--- src/rtl/bdy_pkg.sv ---
package bdy_pkg;

    // Field widths fixed by the interface
    localparam int REQ_W   = 23;
    localparam int ADDR_W  = 22;
    localparam int LEVEL_W = 4;
    localparam int TAG_W   = 5;
    localparam int WORD_W  = 32;
    localparam int WBIT_W  = 5;
    localparam int MBL_W   = 4;
    localparam int HDR_W   = 8;
    localparam int CIDX_W  = 1;

    // Status codes
    localparam logic [1:0] ST_OK      = 2'd0;
    localparam logic [1:0] ST_NOFIT   = 2'd1;
    localparam logic [1:0] ST_BADFREE = 2'd2;

    // Actions
    localparam logic ACT_ALLOC = 1'b0;
    localparam logic ACT_FREE  = 1'b1;

    // Configuration register indexes
    localparam logic [CIDX_W-1:0] CFG_MIN_BLOCK_LOG2 = 1'd0;
    localparam logic [CIDX_W-1:0] CFG_HEADER_BYTES   = 1'd1;

    localparam logic [MBL_W-1:0] MBL_RESET = 4'd7;
    localparam logic [HDR_W-1:0] HDR_RESET = 8'd13;

    typedef struct packed {
        logic              action;
        logic [REQ_W-1:0]  request_bytes;
        logic [ADDR_W-1:0] block_address;
    } t_req;

    typedef struct packed {
        logic [1:0]         status;
        logic [ADDR_W-1:0]  block_offset;
        logic [LEVEL_W-1:0] block_level;
    } t_res;

endpackage

--- src/rtl/bdy_node_ram.sv ---
// Free-node bitmap, one word of nodes per entry, bit-masked write
module bdy_node_ram #(
    parameter int WORDS = 64,
    parameter int WA_W  = 6
) (
    input  logic                       i_clk,
    input  logic                       i_we,
    input  logic [WA_W-1:0]            i_waddr,
    input  logic [bdy_pkg::WORD_W-1:0] i_wmask,
    input  logic [bdy_pkg::WORD_W-1:0] i_wdata,
    input  logic [WA_W-1:0]            i_raddr,
    output logic [bdy_pkg::WORD_W-1:0] o_rdata
);

    logic [bdy_pkg::WORD_W-1:0] r_mem [WORDS];

    always_ff @(posedge i_clk) begin
        if (i_we) begin
            for (int b = 0; b < bdy_pkg::WORD_W; b++) begin
                if (i_wmask[b]) begin
                    r_mem[i_waddr][b] <= i_wdata[b];
                end
            end
        end
        o_rdata <= r_mem[i_raddr];
    end

endmodule

--- config.mk ---
export PLATFORM = sky130hd
export DESIGN_NAME = bdy_node_ram
export DESIGN_NICKNAME = d
export VERILOG_FILES = /design/src/rtl/bdy_pkg.sv /design/src/rtl/bdy_node_ram.sv
export SDC_FILE = /design/constraint.sdc
export NUM_CORES = 2
export LEC_CHECK = 0
export ABC_AREA = 1
export CAP_MARGIN = 20
export CORE_MARGIN = 2
export CORE_UTILIZATION = 45
export CTS_CLUSTER_DIAMETER = 150
export CTS_CLUSTER_SIZE = 28
export DETAILED_ROUTE_END_ITERATION = 6
export DONT_BUFFER_PORTS = 1
export PLACE_DENSITY = 0.64
export SETUP_SLACK_MARGIN = 0.05
export SYNTH_ARGS = -nofsm -noshare
export SYNTH_HDL_FRONTEND = slang
export SYNTH_SLANG_ARGS = --single-unit
export TNS_END_PERCENT = 1
--- constraint.sdc ---
create_clock -name i_clk -period 1.85 [get_ports i_clk]
set_input_delay 0.0925 -clock i_clk [delete_from_list [all_inputs] [get_ports i_clk]]
set_output_delay 0.0925 -clock i_clk [all_outputs]
set_load 0.005 [all_outputs]
==> results.cfg <==
[run_status]
outcome = finished with violations
violations = hold timing, slew limit, setup timing

[critical_path]
critPathLaunchType = primary input
crit_start = i_raddr[0]
r2r_start = r_mem[47][16]$_DFFE_PP_
crit_fanout = 1025
arrival_ps = 5430
end_kind = flip-flop
r2r_cells = 9
cp_common_cell = nand2_1
ff2ff_setup_slack_ps = -20
cp_slowest_cell = clkinv_16
crit_buf_inv = 5
critPathMaxStageDelay_ps = 940
setup.worst_path.class = in2reg
path_delay_family = buffers and inverters
required_ps = 2560
reg2reg_to = o_rdata[16]$_DFF_P_
crit_path_cell_trace = clkinv_16 -> buf_6 -> clkbuf_16 -> buf_4 -> nand2_1 -> nand3_1 -> nand3_1 -> dlygate4sd3_1 -> nand3_1 -> nand3_2 -> nand2_1 -> nand2_1 -> nand2_1

[die]
ios = 110
die_w_um = 455.8
die_h_um = 455.8
start_util_pct = 45.35
num_rows = 165
core_area_mm2 = 0.2025
die_area_mm2 = 0.2077

[cts]
root_buffer = clkbuf_16
cts_buffers = 84
clock_sinks = 2080
clock_latency_ps = 780
cts_max_level = 3
cts.clk_slew.worst_paths_ps = 110
clockBufferDepth = 3
cts_tree = yes

[sta]
post-route-period-util_pct = 254.7
setup_viol_count_final = 32
fin_crit_ps = 4711
maxSlewHeadroom_pct = -311.8
finClkSkew_ps = 31.21
setup_ws_ps = -2861
fmax_mhz = 212.3
worst_slew_pin_slew_ps = 6178
drv_slew = 1134
finalHoldViolations = 3
rsz0062_at_grt = true
whs_ps = -92.96

[synth]
ys_seq_area_share_pct = 67.66
synthTopCellsByArea = edfxtp_1 (67%), nand3_1 (10%), nand2_1 (9.6%)
synth_nets = 9319
synth_top_cell_by_area = edfxtp_1
syn_area_per_cell_um2 = 9.938
ys_ff_latch = 2080
yosysTopAreaCellShare_pct = 66.96
yosysUniqueCellTypes = 12
yosysWarningCount = 0
netlist_area_mm2 = 0.09184
syn_inst = 9241

[detailed_routing]
dr.pass1.iters = 6
vias = 70630
viasPerCell = 5.983
wire_per_inst_um = 26.74
wirelength_um = 315700
first_iter_violations = 11870
ant_nets = 0
drc = 0

[layout]
finalInstanceArea_mm2 = 0.1027
nFillCells = 18060
regArea_mm2 = 0.06214
final_cell_mix = nand2_1 (2,261), nor2_1 (2,048), edfxtp_1 (2,048), nand3_1 (1,882), buf_12 (186)
areaGrowthSynthToFinish_pct = 11.84
multi_input_area_mm2 = 0.02679
mostFrequentLayoutCell = nand2_1
drive_gt1_share_pct = 6.965
layout.nets = 9151

[pwr]
p_per_area_mw_per_mm2 = 809.2
max-vdd-ir-drop_v = 0.0007774
p_leak_nw = 36.45
fin_total_pwr_w = 0.08312

[placed_design]
placed_cell_area_mm2 = 0.09736
routabilityCongestion = 0.8409
place_hpwl_um = 165100
placement.io_buffers = 0

[global_routing]
grt_overflow = 0
antenna_found_initial = 10
grt_pass1_vias = 65720
grt_max_degree = 1026
grt.total_usage_pct = 29.36
grt_pass1_wl_um = 448600

[worst_hold_path]
hold_class = in2reg
hp-start = i_raddr[1]
hold_end = o_rdata[24]$_DFF_P_
whs_path_depth = 7

[flow_run]
max_cap_viol_count = 0
synthesized netlist by cell type, drive strengths merged:
library cell     n
nand2         2360
clkbuf         453
dfxtp           32
buf            380
nor2          2048
edfxtp        2048
nand3         1892
inv             12
nor3            16
report_power, final:
part           total, W  leakage, nW  switching, W  internal (W)
sequential       0.0522         18.7      0.000297        0.0519
clock            0.0236         1.17        0.0146       0.00899
combinational   0.00735         16.6       0.00474       0.00260
total            0.0831         36.4        0.0196        0.0635
sequential cells by signal (all words and copies together) (netlist names):
| signal | cells |
|---|---|
| r_mem | 2048 |
| o_rdata | 32 |
worst max-delay path by stage:
stage                     cells after the start                      to
after global placement                       12     o_rdata[14]$_DFF_P_
after floorplan                               5  r_mem[9][10]$_DFFE_PP_
after CTS                                     9      o_rdata[4]$_DFF_P_
final                                        13     o_rdata[16]$_DFF_P_
after detailed placement                     12     o_rdata[14]$_DFF_P_
after global routing                         11     o_rdata[21]$_DFF_P_
cell families after synthesis:
| kind of cell | synth area share, % |
|---|---|
| simple gates | 28.41 |
| flops | 67.66 |
| buf+inv | 3.925 |
routing by layer:
metal / track usage, % / wire, µm / share of wire, %
met1: 38.19 / 116000 / 37
met2: 47.43 / 144800 / 46
met3: 4.448 / 34810 / 11
met4: 15.96 / 20080 / 6.4
met5: 0 / 13 / 0.0041
timing repair:
action | 4_1_cts | 5_1_grt
buffers inserted | 0 | 5
hold buffers | 193 | 11
setup endpoints to repair | 0 | 20
resized for setup | 0 | 37
endpoints found under the hold margin | 3334 | 14
tightest hold or removal path, stage by stage:
cell and delay, ps:
nand3_1 80, nand3_1 80, nand3_1 60, nand3_1 60
nand2_1 60, nand2_1 70, nand2_1 60
cell type report:
| class | instances | share of cell area (%) |
|---|---|---|
| multi-input cells | 6316 | 26.09 |
| clock inverters | 5 | 0.06822 |
| flip-flops and latches | 2080 | 60.50 |
| repair buffers | 579 | 7.680 |
| inverters | 12 | 0.09867 |
| well taps | 2672 | 3.255 |
| diodes | 2 | 0.004873 |
| clock buffers | 139 | 2.310 |
metrics by stage:
stage / hold slack, ps / utilization (%) / cells / setup slack [ps] / TNS (ps)
floorplan: 191.4 / - / 9241 / 415.4 / 0
global placement: 200.3 / 48.07 / 11450 / -283.9 / -5755
detailed placement: 201.0 / 48.07 / 11450 / -365.7 / -8686
CTS: -277.4 / 50.51 / 11790 / 65.65 / 0
global route: 17.65 / 50.72 / 11800 / -259.1 / -4263
finish: -92.96 / 50.72 / 11810 / -2861 / -85760
No activity file was read; power rests on OpenSTA's default activity.
